File: config.mk
export PLATFORM = sky130hd
export DESIGN_NAME = mesh_volume_point_inside
export DESIGN_NICKNAME = d
export VERILOG_FILES = /design/src/sv/mvpi_pkg.sv /design/src/sv/mvpi_front.sv /design/src/sv/mvpi_queue.sv /design/src/sv/mvpi_back.sv /design/src/sv/mesh_volume_point_inside.sv
export SDC_FILE = /design/constraint.sdc
export NUM_CORES = 2
export LEC_CHECK = 0
export BUFFER_PORTS_ARGS = -buffer_cell sky130_fd_sc_hd__buf_2
export CAP_MARGIN = 20
export CORE_MARGIN = 2
export CORE_UTILIZATION = 53
export DETAILED_ROUTE_END_ITERATION = 16
export PLACE_DENSITY = 0.73
export SYNTH_ARGS = -nofsm -noshare
export SYNTH_HDL_FRONTEND = slang
export SYNTH_HIERARCHICAL = 1
export SYNTH_SLANG_ARGS = --single-unit
File: constraint.sdc
create_clock -name clk -period 9.67 [get_ports clk]
set_clock_uncertainty 0.2 [all_clocks]
set_input_delay 0.967 -clock clk [delete_from_list [all_inputs] [get_ports clk]]
set_output_delay 0.967 -clock clk [all_outputs]
set_load 0.01 [all_outputs]
File: src/sv/mvpi_pkg.sv
package mvpi_pkg;

	localparam int COORD_BITS_DEF = 16;
	localparam int QUERY_BITS     = 16;
	localparam int TOL_BITS       = 32;
	localparam int SUM_BITS       = 63;
	localparam int CFG_DATA_BITS  = 32;
	localparam int CFG_INDEX_BITS = 2;

	// A queued triangle holds twelve differences of COORD_BITS+1 bits and the last flag.
	localparam int ENTRY_FIELDS = 12;
	localparam int SLOT_U       = 0;
	localparam int SLOT_W       = 3;
	localparam int SLOT_DR      = 6;
	localparam int SLOT_DQ      = 9;

	typedef enum logic [CFG_INDEX_BITS-1:0] {
		REG_QUERY_X   = 2'd0,
		REG_QUERY_Y   = 2'd1,
		REG_QUERY_Z   = 2'd2,
		REG_TOLERANCE = 2'd3
	} cfg_reg_t;

	function automatic int entry_bits(int coord_bits);
		return ENTRY_FIELDS * (coord_bits + 1) + 1;
	endfunction

endpackage

File: src/sv/mvpi_front.sv
module mvpi_front #(
	parameter int COORD_BITS = mvpi_pkg::COORD_BITS_DEF,
	localparam int D  = COORD_BITS + 1,
	localparam int EB = mvpi_pkg::entry_bits(COORD_BITS)
) (
	input  logic                         clk,
	input  logic                         arst_n,
	input  logic                         take,
	input  logic signed [COORD_BITS-1:0] a_x,
	input  logic signed [COORD_BITS-1:0] a_y,
	input  logic signed [COORD_BITS-1:0] a_z,
	input  logic signed [COORD_BITS-1:0] b_x,
	input  logic signed [COORD_BITS-1:0] b_y,
	input  logic signed [COORD_BITS-1:0] b_z,
	input  logic signed [COORD_BITS-1:0] c_x,
	input  logic signed [COORD_BITS-1:0] c_y,
	input  logic signed [COORD_BITS-1:0] c_z,
	input  logic                         last_triangle,
	input  logic signed [COORD_BITS-1:0] qx,
	input  logic signed [COORD_BITS-1:0] qy,
	input  logic signed [COORD_BITS-1:0] qz,
	output logic [EB-1:0]                entry
);

	logic signed [COORD_BITS-1:0] refpt_q [3];
	logic                         first_q;

	logic signed [D-1:0] ea [3];
	logic signed [D-1:0] eb [3];
	logic signed [D-1:0] ec [3];
	logic signed [D-1:0] eq [3];
	logic signed [D-1:0] er [3];

	always_comb begin
		ea[0] = D'(a_x);
		ea[1] = D'(a_y);
		ea[2] = D'(a_z);
		eb[0] = D'(b_x);
		eb[1] = D'(b_y);
		eb[2] = D'(b_z);
		ec[0] = D'(c_x);
		ec[1] = D'(c_y);
		ec[2] = D'(c_z);
		eq[0] = D'(qx);
		eq[1] = D'(qy);
		eq[2] = D'(qz);
		for (int k = 0; k < 3; k++) begin
			// The first triangle of a mesh is its own reference, so its reference term is zero.
			er[k] = first_q ? ea[k] : D'(refpt_q[k]);
		end
	end

	always_comb begin
		entry = '0;
		for (int k = 0; k < 3; k++) begin
			entry[(mvpi_pkg::SLOT_U + k) * D +: D]  = eb[k] - ea[k];
			entry[(mvpi_pkg::SLOT_W + k) * D +: D]  = ec[k] - ea[k];
			entry[(mvpi_pkg::SLOT_DR + k) * D +: D] = er[k] - ea[k];
			entry[(mvpi_pkg::SLOT_DQ + k) * D +: D] = eq[k] - ea[k];
		end
		entry[EB-1] = last_triangle;
	end

	always_ff @(posedge clk or negedge arst_n) begin
		if (!arst_n) begin
			first_q <= 1'b1;
			for (int k = 0; k < 3; k++) begin
				refpt_q[k] <= '0;
			end
		end else if (take) begin
			first_q <= last_triangle;
			if (first_q) begin
				refpt_q[0] <= a_x;
				refpt_q[1] <= a_y;
				refpt_q[2] <= a_z;
			end
		end
	end

endmodule

File: src/sv/mvpi_queue.sv
module mvpi_queue #(
	parameter int DATA_BITS = mvpi_pkg::entry_bits(mvpi_pkg::COORD_BITS_DEF)
) (
	input  logic                 clk,
	input  logic                 arst_n,
	input  logic                 wr,
	input  logic [DATA_BITS-1:0] wdata,
	output logic                 full,
	input  logic                 rd,
	output logic [DATA_BITS-1:0] rdata,
	output logic                 nempty
);

	logic [DATA_BITS-1:0] slot_q [2];
	logic                 wptr_q;
	logic                 rptr_q;
	logic [1:0]           count_q;

	assign full   = count_q[1];
	assign nempty = (count_q != 2'd0);
	assign rdata  = slot_q[rptr_q];

	always_ff @(posedge clk) begin
		if (wr) begin
			slot_q[wptr_q] <= wdata;
		end
	end

	always_ff @(posedge clk or negedge arst_n) begin
		if (!arst_n) begin
			wptr_q  <= 1'b0;
			rptr_q  <= 1'b0;
			count_q <= 2'd0;
		end else begin
			if (wr) begin
				wptr_q <= ~wptr_q;
			end
			if (rd) begin
				rptr_q <= ~rptr_q;
			end
			if (wr && !rd) begin
				count_q <= count_q + 2'd1;
			end else if (rd && !wr) begin
				count_q <= count_q - 2'd1;
			end
		end
	end

endmodule

File: src/sv/mvpi_back.sv
module mvpi_back #(
	parameter int COORD_BITS = mvpi_pkg::COORD_BITS_DEF,
	localparam int D  = COORD_BITS + 1,
	localparam int EB = mvpi_pkg::entry_bits(COORD_BITS),
	localparam int SB = mvpi_pkg::SUM_BITS,
	localparam int TB = mvpi_pkg::TOL_BITS
) (
	input  logic          clk,
	input  logic          arst_n,
	input  logic          head_valid,
	input  logic [EB-1:0] head,
	output logic          head_pop,
	input  logic [TB-1:0] tolerance,
	input  logic          pop,
	output logic          empty,
	output logic [SB-1:0] reference_six_volume,
	output logic [SB-1:0] query_six_volume,
	output logic          inside_res,
	output logic          overflowed
);

	localparam int N         = 2 * COORD_BITS + 3;
	localparam int P         = N + D;
	localparam int T         = 3 * COORD_BITS + 6;
	localparam int STEP_BITS = 4;
	localparam logic [STEP_BITS-1:0] STEP_DOT  = STEP_BITS'(6);
	localparam logic [STEP_BITS-1:0] STEP_LAST = STEP_BITS'(11);
	localparam logic [SB-1:0] SUM_MAX = {SB{1'b1}};
	// Operand order of the six cross-product terms: n0 = u1*w2 - u2*w1 and so on.
	localparam logic [1:0] CROSS_A [6] = '{2'd1, 2'd2, 2'd2, 2'd0, 2'd0, 2'd1};
	localparam logic [1:0] CROSS_B [6] = '{2'd2, 2'd1, 2'd0, 2'd2, 2'd1, 2'd0};

	logic signed [D-1:0] u [3];
	logic signed [D-1:0] w [3];
	logic signed [D-1:0] dr [3];
	logic signed [D-1:0] dq [3];

	logic [STEP_BITS-1:0] step_q;
	logic [STEP_BITS-1:0] dot_off;
	logic [1:0]           dot_k;
	logic                 start_ok;
	logic                 active;

	logic signed [N-1:0]  mul_a;
	logic signed [D-1:0]  mul_b;
	logic signed [P-1:0]  prod_c;

	logic                 acc_v_s2;
	logic [STEP_BITS-1:0] acc_step_s2;
	logic                 acc_last_s2;
	logic signed [P-1:0]  prod_s2;
	logic [STEP_BITS-1:0] acc_off;
	logic [1:0]           acc_k;

	logic signed [N-1:0]  n_q [3];
	logic signed [T-1:0]  tr_q;
	logic signed [T-1:0]  tq_q;

	logic                 tail_v_s3;
	logic                 tail_last_s3;
	logic [T-1:0]         mag_r;
	logic [T-1:0]         mag_q;

	logic                 abs_v_s4;
	logic                 abs_last_s4;
	logic [SB-1:0]        absr_s4;
	logic [SB-1:0]        absq_s4;

	logic [SB-1:0]        ref_sum_q;
	logic [SB-1:0]        qry_sum_q;
	logic                 sat_flag_q;
	logic [SB:0]          add_r;
	logic [SB:0]          add_q;
	logic                 sat_r;
	logic                 sat_q;
	logic [SB-1:0]        new_r;
	logic [SB-1:0]        new_q;

	logic                 fin_v_q;
	logic [SB-1:0]        fin_ref_q;
	logic [SB-1:0]        fin_qry_q;
	logic                 fin_ovf_q;
	logic                 load;
	logic [SB-1:0]        excess;

	logic                 out_v_q;
	logic [SB-1:0]        out_ref_q;
	logic [SB-1:0]        out_qry_q;
	logic                 out_inside_q;
	logic                 out_ovf_q;

	always_comb begin
		for (int k = 0; k < 3; k++) begin
			u[k]  = head[(mvpi_pkg::SLOT_U + k) * D +: D];
			w[k]  = head[(mvpi_pkg::SLOT_W + k) * D +: D];
			dr[k] = head[(mvpi_pkg::SLOT_DR + k) * D +: D];
			dq[k] = head[(mvpi_pkg::SLOT_DQ + k) * D +: D];
		end
	end

	// A new triangle may only start when no finished mesh can still be waiting
	// for the finishing register by the time this triangle reaches it.
	assign start_ok = !(fin_v_q || (acc_v_s2 && acc_last_s2) || (tail_v_s3 && tail_last_s3)
		|| (abs_v_s4 && abs_last_s4));
	assign active   = head_valid && ((step_q != '0) || start_ok);
	assign head_pop = active && (step_q == STEP_LAST);

	assign dot_off = step_q - STEP_DOT;
	assign dot_k   = dot_off[2:1];

	always_comb begin
		if (step_q < STEP_DOT) begin
			mul_a = N'(u[CROSS_A[step_q[2:0]]]);
			mul_b = w[CROSS_B[step_q[2:0]]];
		end else begin
			mul_a = n_q[dot_k];
			mul_b = dot_off[0] ? dq[dot_k] : dr[dot_k];
		end
	end

	assign prod_c = mul_a * mul_b;

	always_ff @(posedge clk) begin
		prod_s2     <= prod_c;
		acc_step_s2 <= step_q;
		acc_last_s2 <= head[EB-1];
	end

	assign acc_off = acc_step_s2 - STEP_DOT;
	assign acc_k   = acc_step_s2[2:1];

	always_ff @(posedge clk) begin
		if (acc_v_s2) begin
			if (acc_step_s2 < STEP_DOT) begin
				if (!acc_step_s2[0]) begin
					n_q[acc_k] <= N'(prod_s2);
				end else begin
					n_q[acc_k] <= n_q[acc_k] - N'(prod_s2);
				end
			end else if (acc_off[0]) begin
				tq_q <= (acc_off < STEP_BITS'(2)) ? T'(prod_s2) : tq_q + T'(prod_s2);
			end else begin
				tr_q <= (acc_off < STEP_BITS'(2)) ? T'(prod_s2) : tr_q + T'(prod_s2);
			end
		end
	end

	assign mag_r = tr_q[T-1] ? T'(-tr_q) : T'(tr_q);
	assign mag_q = tq_q[T-1] ? T'(-tq_q) : T'(tq_q);

	always_ff @(posedge clk) begin
		tail_last_s3 <= acc_last_s2;
		abs_last_s4  <= tail_last_s3;
		absr_s4      <= SB'(mag_r);
		absq_s4      <= SB'(mag_q);
	end

	assign add_r = {1'b0, ref_sum_q} + {1'b0, absr_s4};
	assign add_q = {1'b0, qry_sum_q} + {1'b0, absq_s4};
	assign sat_r = add_r[SB];
	assign sat_q = add_q[SB];
	assign new_r = sat_r ? SUM_MAX : add_r[SB-1:0];
	assign new_q = sat_q ? SUM_MAX : add_q[SB-1:0];

	always_ff @(posedge clk) begin
		if (abs_v_s4 && abs_last_s4) begin
			fin_ref_q <= new_r;
			fin_qry_q <= new_q;
			fin_ovf_q <= sat_flag_q | sat_r | sat_q;
		end
	end

	assign load   = fin_v_q && (!out_v_q || pop);
	assign excess = fin_qry_q - fin_ref_q;

	always_ff @(posedge clk) begin
		if (load) begin
			out_ref_q    <= fin_ref_q;
			out_qry_q    <= fin_qry_q;
			out_ovf_q    <= fin_ovf_q;
			out_inside_q <= (fin_qry_q <= fin_ref_q) || (excess <= SB'(tolerance));
		end
	end

	always_ff @(posedge clk or negedge arst_n) begin
		if (!arst_n) begin
			step_q     <= '0;
			acc_v_s2   <= 1'b0;
			tail_v_s3  <= 1'b0;
			abs_v_s4   <= 1'b0;
			ref_sum_q  <= '0;
			qry_sum_q  <= '0;
			sat_flag_q <= 1'b0;
			fin_v_q    <= 1'b0;
			out_v_q    <= 1'b0;
		end else begin
			if (active) begin
				step_q <= (step_q == STEP_LAST) ? '0 : step_q + STEP_BITS'(1);
			end
			acc_v_s2  <= active;
			tail_v_s3 <= acc_v_s2 && (acc_step_s2 == STEP_LAST);
			abs_v_s4  <= tail_v_s3;

			if (abs_v_s4) begin
				if (abs_last_s4) begin
					ref_sum_q  <= '0;
					qry_sum_q  <= '0;
					sat_flag_q <= 1'b0;
				end else begin
					ref_sum_q  <= new_r;
					qry_sum_q  <= new_q;
					sat_flag_q <= sat_flag_q | sat_r | sat_q;
				end
			end

			if (abs_v_s4 && abs_last_s4) begin
				fin_v_q <= 1'b1;
			end else if (load) begin
				fin_v_q <= 1'b0;
			end

			if (load) begin
				out_v_q <= 1'b1;
			end else if (pop) begin
				out_v_q <= 1'b0;
			end
		end
	end

	assign empty                = !out_v_q;
	assign reference_six_volume = out_ref_q;
	assign query_six_volume     = out_qry_q;
	assign inside_res           = out_inside_q;
	assign overflowed           = out_ovf_q;

endmodule

File: src/sv/mesh_volume_point_inside.sv
// Channel   Direction  Handshake        Transfer when        Payload
// triangle  in         push / full      push && !full        a_x..c_z, last_triangle
// result    out        empty / pop      pop && !empty        six-volumes, inside_res, overflowed
// config    in         cfg_write        cfg_write            cfg_index, cfg_data
//
// In the back end one shared multiplier forms the six cross-product terms and six
// triple-product terms of each triangle, one a cycle.
// A result passes from the sums through the finishing register to the output register;
// a new mesh does not start while a finished mesh is bound for or held in the finishing register.
// Reset is asynchronous and clears the sums, the reference capture, the queue and the registers.
// A two-entry queue separates the front from the back end, so full rises only when it holds
// two triangles; a waiting result blocks nothing until a second finished mesh stands behind it.
module mesh_volume_point_inside #(
	parameter int COORD_BITS = mvpi_pkg::COORD_BITS_DEF
) (
	input  logic                                   clk,
	input  logic                                   arst_n,
	input  logic                                   push,
	output logic                                   full,
	input  logic signed [COORD_BITS-1:0]           a_x,
	input  logic signed [COORD_BITS-1:0]           a_y,
	input  logic signed [COORD_BITS-1:0]           a_z,
	input  logic signed [COORD_BITS-1:0]           b_x,
	input  logic signed [COORD_BITS-1:0]           b_y,
	input  logic signed [COORD_BITS-1:0]           b_z,
	input  logic signed [COORD_BITS-1:0]           c_x,
	input  logic signed [COORD_BITS-1:0]           c_y,
	input  logic signed [COORD_BITS-1:0]           c_z,
	input  logic                                   last_triangle,
	output logic                                   empty,
	input  logic                                   pop,
	output logic [mvpi_pkg::SUM_BITS-1:0]          reference_six_volume,
	output logic [mvpi_pkg::SUM_BITS-1:0]          query_six_volume,
	output logic                                   inside_res,
	output logic                                   overflowed,
	input  logic                                   cfg_write,
	input  logic [mvpi_pkg::CFG_INDEX_BITS-1:0]    cfg_index,
	input  logic [mvpi_pkg::CFG_DATA_BITS-1:0]     cfg_data
);

	localparam int EB = mvpi_pkg::entry_bits(COORD_BITS);
	localparam int QB = mvpi_pkg::QUERY_BITS;
	localparam int TB = mvpi_pkg::TOL_BITS;
	localparam int QW = (COORD_BITS > QB) ? COORD_BITS : QB;

	logic [QB-1:0] query_x_q;
	logic [QB-1:0] query_y_q;
	logic [QB-1:0] query_z_q;
	logic [TB-1:0] tol_q;

	logic [QW-1:0] qx_ext;
	logic [QW-1:0] qy_ext;
	logic [QW-1:0] qz_ext;

	logic          take;
	logic [EB-1:0] entry;
	logic          q_full;
	logic          q_rd;
	logic [EB-1:0] q_head;
	logic          q_nempty;

	always_ff @(posedge clk or negedge arst_n) begin
		if (!arst_n) begin
			query_x_q <= '0;
			query_y_q <= '0;
			query_z_q <= '0;
			tol_q     <= '0;
		end else if (cfg_write) begin
			unique case (mvpi_pkg::cfg_reg_t'(cfg_index))
				mvpi_pkg::REG_QUERY_X:   query_x_q <= cfg_data[QB-1:0];
				mvpi_pkg::REG_QUERY_Y:   query_y_q <= cfg_data[QB-1:0];
				mvpi_pkg::REG_QUERY_Z:   query_z_q <= cfg_data[QB-1:0];
				mvpi_pkg::REG_TOLERANCE: tol_q     <= cfg_data[TB-1:0];
				default: ;
			endcase
		end
	end

	// The query registers keep sixteen bits; the coordinate is their low COORD_BITS bits.
	assign qx_ext = QW'(query_x_q);
	assign qy_ext = QW'(query_y_q);
	assign qz_ext = QW'(query_z_q);

	assign full = q_full;
	assign take = push && !q_full;

	mvpi_front #(
		.COORD_BITS(COORD_BITS)
	) u_front (
		.clk           (clk),
		.arst_n        (arst_n),
		.take          (take),
		.a_x           (a_x),
		.a_y           (a_y),
		.a_z           (a_z),
		.b_x           (b_x),
		.b_y           (b_y),
		.b_z           (b_z),
		.c_x           (c_x),
		.c_y           (c_y),
		.c_z           (c_z),
		.last_triangle (last_triangle),
		.qx            (qx_ext[COORD_BITS-1:0]),
		.qy            (qy_ext[COORD_BITS-1:0]),
		.qz            (qz_ext[COORD_BITS-1:0]),
		.entry         (entry)
	);

	mvpi_queue #(
		.DATA_BITS(EB)
	) u_queue (
		.clk    (clk),
		.arst_n (arst_n),
		.wr     (take),
		.wdata  (entry),
		.full   (q_full),
		.rd     (q_rd),
		.rdata  (q_head),
		.nempty (q_nempty)
	);

	mvpi_back #(
		.COORD_BITS(COORD_BITS)
	) u_back (
		.clk                  (clk),
		.arst_n               (arst_n),
		.head_valid           (q_nempty),
		.head                 (q_head),
		.head_pop             (q_rd),
		.tolerance            (tol_q),
		.pop                  (pop),
		.empty                (empty),
		.reference_six_volume (reference_six_volume),
		.query_six_volume     (query_six_volume),
		.inside_res           (inside_res),
		.overflowed           (overflowed)
	);

	a_pop_needs_entry: assert property (@(posedge clk) disable iff (!arst_n)
		q_rd |-> q_nempty)
		else $error("back end removed a triangle from an empty queue");

	a_inside_when_not_above: assert property (@(posedge clk) disable iff (!arst_n)
		(!empty && (query_six_volume <= reference_six_volume)) |-> inside_res)
		else $error("inside_res low although the query volume is not above the reference");

	a_tolerance_write: assert property (@(posedge clk) disable iff (!arst_n)
		(cfg_write && (cfg_index == mvpi_pkg::REG_TOLERANCE)) |=>
		(tol_q == $past(cfg_data[TB-1:0])))
		else $error("tolerance register did not take the written value");

endmodule

---- Yosys cells after proc, flatten, opt, wreduce, memory -nomap -nowiden ----
Memories as Yosys holds them, arrays and structs flattened. A register that Yosys moved wholly into a read port is not among the register bits.
Cells that the tools add are included.
cells by class
  add/sub/neg operators ................... 25
  $mul .................................... 1
  $lt $le $gt $ge ......................... 9
  eq/ne operators ......................... 5
  muxes and demuxes ....................... 49
  bitwise operators ....................... 11
  reductions and logical operators ........ 34
operators by type and width
  cell                number
  $mux 63             4
  $mux 17             13
  $sub 16x16->17      9
  $bmux 17 s2         4
  $add 63x54->64      2
  $add 54x52->54      2
  $mux 54             2
  $neg 54->54         2
  $mux 53             2
  $mux 35             2
  $le 63x32->1        1
  $le 63x63->1        1
  $sub 63x63->63      1
  $mul 35x17->52      1
  $sub 17x16->17      3
  $sub 35x35->35      1
  $mux 1              15
  $mux 2              6
  $logic_and 1x1->1   10
  $reduce_and 2->1    5
  $ge 3x3->1 const B  3
  $not 2->3           3
  $eq 4x4->1 const B  2
  $lt 4x3->1 const B  2
  other kinds (19)    38
storage, ports and cells
  register bits after elaboration ......... 799
  memory bits (writable) .................. 515
  ROM bits ................................ 32
  bits of input ports ..................... 184
  output and inout bits ................... 130
  word-level logic and storage cells ...... 176
  memories kept ........................... 4
memories
  memory            words  bits a word  read ports  clocked after Yosys merged registers in  wr ports  RTL line          text
  u_queue.slot_q    2      205          1           0                                        1         mvpi_queue.sv:14  logic [DATA_BITS-1:0] slot_q [2];
  u_back.n_q        3      35           2           1                                        1         mvpi_back.sv:55   logic signed [N-1:0] n_q [3];
  (name not given)  8      2            1           0                                        0         mvpi_back.sv:113  mul_a = N'(u[CROSS_A[step_q[2:0]]]);
  (name not given)  8      2            1           0                                        0         mvpi_back.sv:114  mul_b = w[CROSS_B[step_q[2:0]]];

---- Depth between registers and ports, before layout ----
  depth after elaboration ................. 11
  gate-level depth with buffers ........... 40

---- Modules after synthesis ----
The synthesis kept the hierarchy.
modules (own cells, without submodules)
  module                    instances  cells an instance  area each (um^2)  sequential area each (um^2)
  mvpi_back                 1          7132               67663.6           20799.9
  mvpi_queue                1          653                15549.9           12411.9
  mvpi_front                1          1499               11337.1           1227.4
  mesh_volume_point_inside  1          171                3004.1            2001.9

---- Least setup slack after synthesis ----
Ideal clock, no wire load.
  kind .................................... input-to-reg
  start point ............................. input push
  end point ............................... memory u_queue/slot_q[0][0] (netlist name) (enable)
  arrival ................................. 10329 ps
  data required time ...................... 8672 ps
  slack ................................... -1657 ps
  cell stages on the path ................. 2
  cell sequence ........................... nor2b_1 > nor2b_1
between the ends
  longest elaborated chain between the ends .. 3
ends and longest elaborated chain
  item                          RTL line                        text
  from (decl)                   mesh_volume_point_inside.sv:18  input logic push,
  $logic_and 1x1->1             mesh_volume_point_inside.sv:85  assign take = push && !q_full;
  $mux 1                        mvpi_queue.sv:24                if (wr) begin
  $mux 1 (implied by the code)  mvpi_queue.sv:25                slot_q[wptr_q] <= wdata;
  to (decl)                     mvpi_queue.sv:14
No other way between the ends.

---- Final worst setup path ----
  start point ............................. register u_queue.rptr_q
  end point ............................... register u_back.prod_s2[50]
between the ends
  longest elaborated chain between the ends .. 7
  elaborated cells on any way between the ends .. 17
  classes of those cells .................. mul (1); mux (15); memory (1)
ends and longest elaborated chain
  item                                         RTL line                        text
  from (decl)                                  mvpi_queue.sv:16                logic rptr_q;
  from (signal assigned)                       mvpi_queue.sv:39                rptr_q <= ~rptr_q;
  $mem_v2 2x205                                --
  via q_head[118]                              mesh_volume_point_inside.sv:59  logic [EB-1:0] q_head;
  $bmux 17 s2                                  mvpi_back.sv:117                mul_b = dot_off[0] ? dq[dot_k] : dr[dot_k];
  $mux 17 (implied by the code) (2 in series)  mvpi_back.sv:117
  $mux 17                                      mvpi_back.sv:117
  $mux 17                                      mvpi_back.sv:112                if (step_q < STEP_DOT) begin
  $mul 35x17->52                               mvpi_back.sv:121                assign prod_c = mul_a * mul_b;
  via u_back.prod_c[50]                        mvpi_back.sv:46                 logic signed [P-1:0] prod_c;
  to (signal assigned)                         mvpi_back.sv:124                prod_s2 <= prod_c;
  to (decl)                                    mvpi_back.sv:51                 logic signed [P-1:0] prod_s2;
The timed path passes the listed nets, and every way through them passes these cells. The select of a mux whose other input is x is not followed.
A chain may end at the register's enable or synchronous reset.

==> summary.md <==
| Metric | Value |
|---|---|
| Share of cells above drive strength 1 | 13.4% |
| DR WL/cell | 23.2 um |
| Sequential area share after synthesis | 37.4% |
| Crit-path most repeated cell | fa_1 |
| Tcrit/Tclk final | 96.9% |
| FP Rows | 157 |
| Post-synthesis net count | 10,900 |
| Total track usage | 30.6% |
| Initial antenna violation count | 20 |
| CP max FO | 28 |
| HPWL after DPL | 228 mm |
| CP arrival | 9820 ps |
| First-pass GRT wire length | 438 mm |
| Vias in the first global route | 73,300 |
| Worst-path clk slew | 60 ps |
| Most frequent cells in the layout | inv_1 (983), edfxtp_1 (878), nand2_1 (833), nor2_1 (668), ha_1 (667) |
| Clock Sinks | 1,314 |
| Vias after detailed routing | 73,700 |
| Placer Congestion | 1.01 |
| Drt pass-1 iters | 6 |
| Tmin final | 9370 ps |
| Achievable frequency | 107 MHz |
| Initial drt markers | 7,068 |
| CP Capture Type | register |
| #FFs+latches synth | 1,314 |
| H-tree depth | 4 |
| Ys async rst share | 20.5% |
| Max incr delay on CP | 570 ps |
| PortBufs | 313 |
| Final setup fails | 0 |
| Ys Warns | 6 |
| Synth Instances | 9,455 |
| Clk_lat worst skew | 820 ps |
| Fin nets | 11,300 |
| Root buf cell | clkbuf_16 |
| Core area | 0.183 mm2 |
| TNS Setup | 0 ps |
| Initial Utilization | 53.3% |
| Post-synth cell types | 94 |
| Mux contribution to synthesized area | 6.56% |
| Total CTS buffers | 146 |
| Die Width | 433 um |
| Final Hold Vio Count | 0 |
| DRT antenna net count | 0 |
| Die height | 433 um |
| CTS tree | built |
| Area grow syn2layout | 10.7% |
| Most used flip-flop cell after synthesis | edfxtp_1 |
| Delay-heaviest family, CP | adder cells |
| Congestion Overflow GR | 0 |
| EDFF count, synth | 878 |
| Most common cell after layout, fill and taps aside | inv_1 |
| Final wirelength | 289 mm |
| Status | finished clean |
| CP max-delay cell | fa_1 |
| Synth Area in XOR/XNOR | 4.99% |
| Synth Area in Adders | 20.6% |
| Cell area after synthesis | 0.0976 mm2 |
| Largest net degree at the start of global routing | 160 |
| Startpoint Class | register |
| Placed insts | 12,100 |
| Cell Count, Final, Fillers Out | 12,400 |
| Max-cap violations | 0 |
| CP Buf/Inv Count | 5 |
| Hold crit path type | register to register |
| Post-Synth Simple-Gate Area | 11.0% |
| Worst slew margin | 18.2% |
| Drt drc | 0 |
| DIE AREA | 0.188 mm2 |
| Slew Viols, Final | 0 |
| Critical path type | register to register |
| Vias per inst | 5.93 |
| Syn Area/Cell | 10.3 um2 |
| Clock buffer depth | 3 |
| Ports | 314 |
| Worst slew pin tran | 1210 ps |
| Worst path required time | 10,120 ps |
| Synth Area in Compound Gates | 14.3% |
| Largest family of logic cells by synthesized area | adder cells |
-- final timing paths --
| check | from | end | slack, ps | cells past startpoint |
|---|---|---|---|---|
| worst min-delay path | u_back/acc_last_s2$_DFF_P_ | u_back/tail_last_s3$_DFF_P_ | 160 | 0 |
| worst max register to register | u_queue/rptr_q$_DFFE_PN0P_ | u_back/prod_s2[50]$_DFF_P_ | 300 | 29 |
| worst min register to register | u_back/acc_last_s2$_DFF_P_ | u_back/tail_last_s3$_DFF_P_ | 160 | 0 |
| max in group asynchronous | arst_n | tol_q[25]$_DFFE_PN0P_ | 6540 | 4 |
| worst max-delay path | u_queue/rptr_q$_DFFE_PN0P_ | u_back/prod_s2[50]$_DFF_P_ | 300 | 29 |
| min in group asynchronous | arst_n | query_z_q[13]$_DFFE_PN0P_ | 520 | 2 |
-- what timing repair did --
item | CTS | global route
setup buffers | 0 | 14
hold endpoints to repair | 19 | 0
hold buffers | 1 | 0
cloned | 0 | 0
resized for setup | 1 | 13
setup endpoints to repair | 1 | 9
pin swaps | 0 | 2
-- cells by family (layout without fill, tap and decap cells) --
kind of cell | count (synthesis) | count (layout)
xor+xnor | 556 | 556
simple gates | 2337 | 2337
compound gates | 2176 | 2176
other cells | 0 | 6
flops | 1314 | 1314
mux | 514 | 514
buf+inv | 1306 | 1805
fa+ha+maj | 1252 | 1252
-- state kept, by name (all words and copies together), names as in the netlist, 63 cells and up --
signal,count
u_queue/slot_q,410
u_back/reference_six_volume,63
u_back/query_six_volume,63
u_back/ref_sum_q,63
u_back/n_q,105
u_back/fin_ref_q,63
u_back/qry_sum_q,63
u_back/fin_qry_q,63
-- metal layers --
metal,GRT usage [%],share of wire [%]
met4,10.9,3.8
met1,40.9,42
met5,0,0.021
met2,50.4,47
met3,4.93,7.7
-- synth_stat cells (all sizes together), types with 258 or more instances --
library cell,instances,share of area (%)
xnor2,391,3.5
nor2,678,2.6
edfxtp,878,27
inv,984,3.8
ha,668,8.6
nand2,835,3.2
fa,584,12
dfrtp,268,6.9
o21ai,579,3.0
mux2,409,5.3
clkbuf,258,0.99
a21oi,547,2.8
-- metrics by stage --
step                hold WS, ps  instance area (um2)  setup slack [ps]  utilization [%]
floorplan                   131                97600              70.7                -
global placement            137               103000              81.0             56.1
detailed placement          153               103000             -7.15             56.1
CTS                         154               108000              43.0             58.9
global route                177               108000             -35.5             59.0
finish                      160               108000               297             59.0
-- cell type report --
type / instances / area (um2)
multi-input cells: 6835 / 56200
flip-flops and latches: 1314 / 36500
inverters: 985 / 3700
clock buffers: 195 / 4110
fillers: 15200 / 75000
well taps: 2464 / 3080
repair buffers: 549 / 3540
diodes: 6 / 15.0
clock inverters: 76 / 901
Power is not shown: default switching activity piles up to over one toggle a cycle in this logic, so the estimate is an artifact.
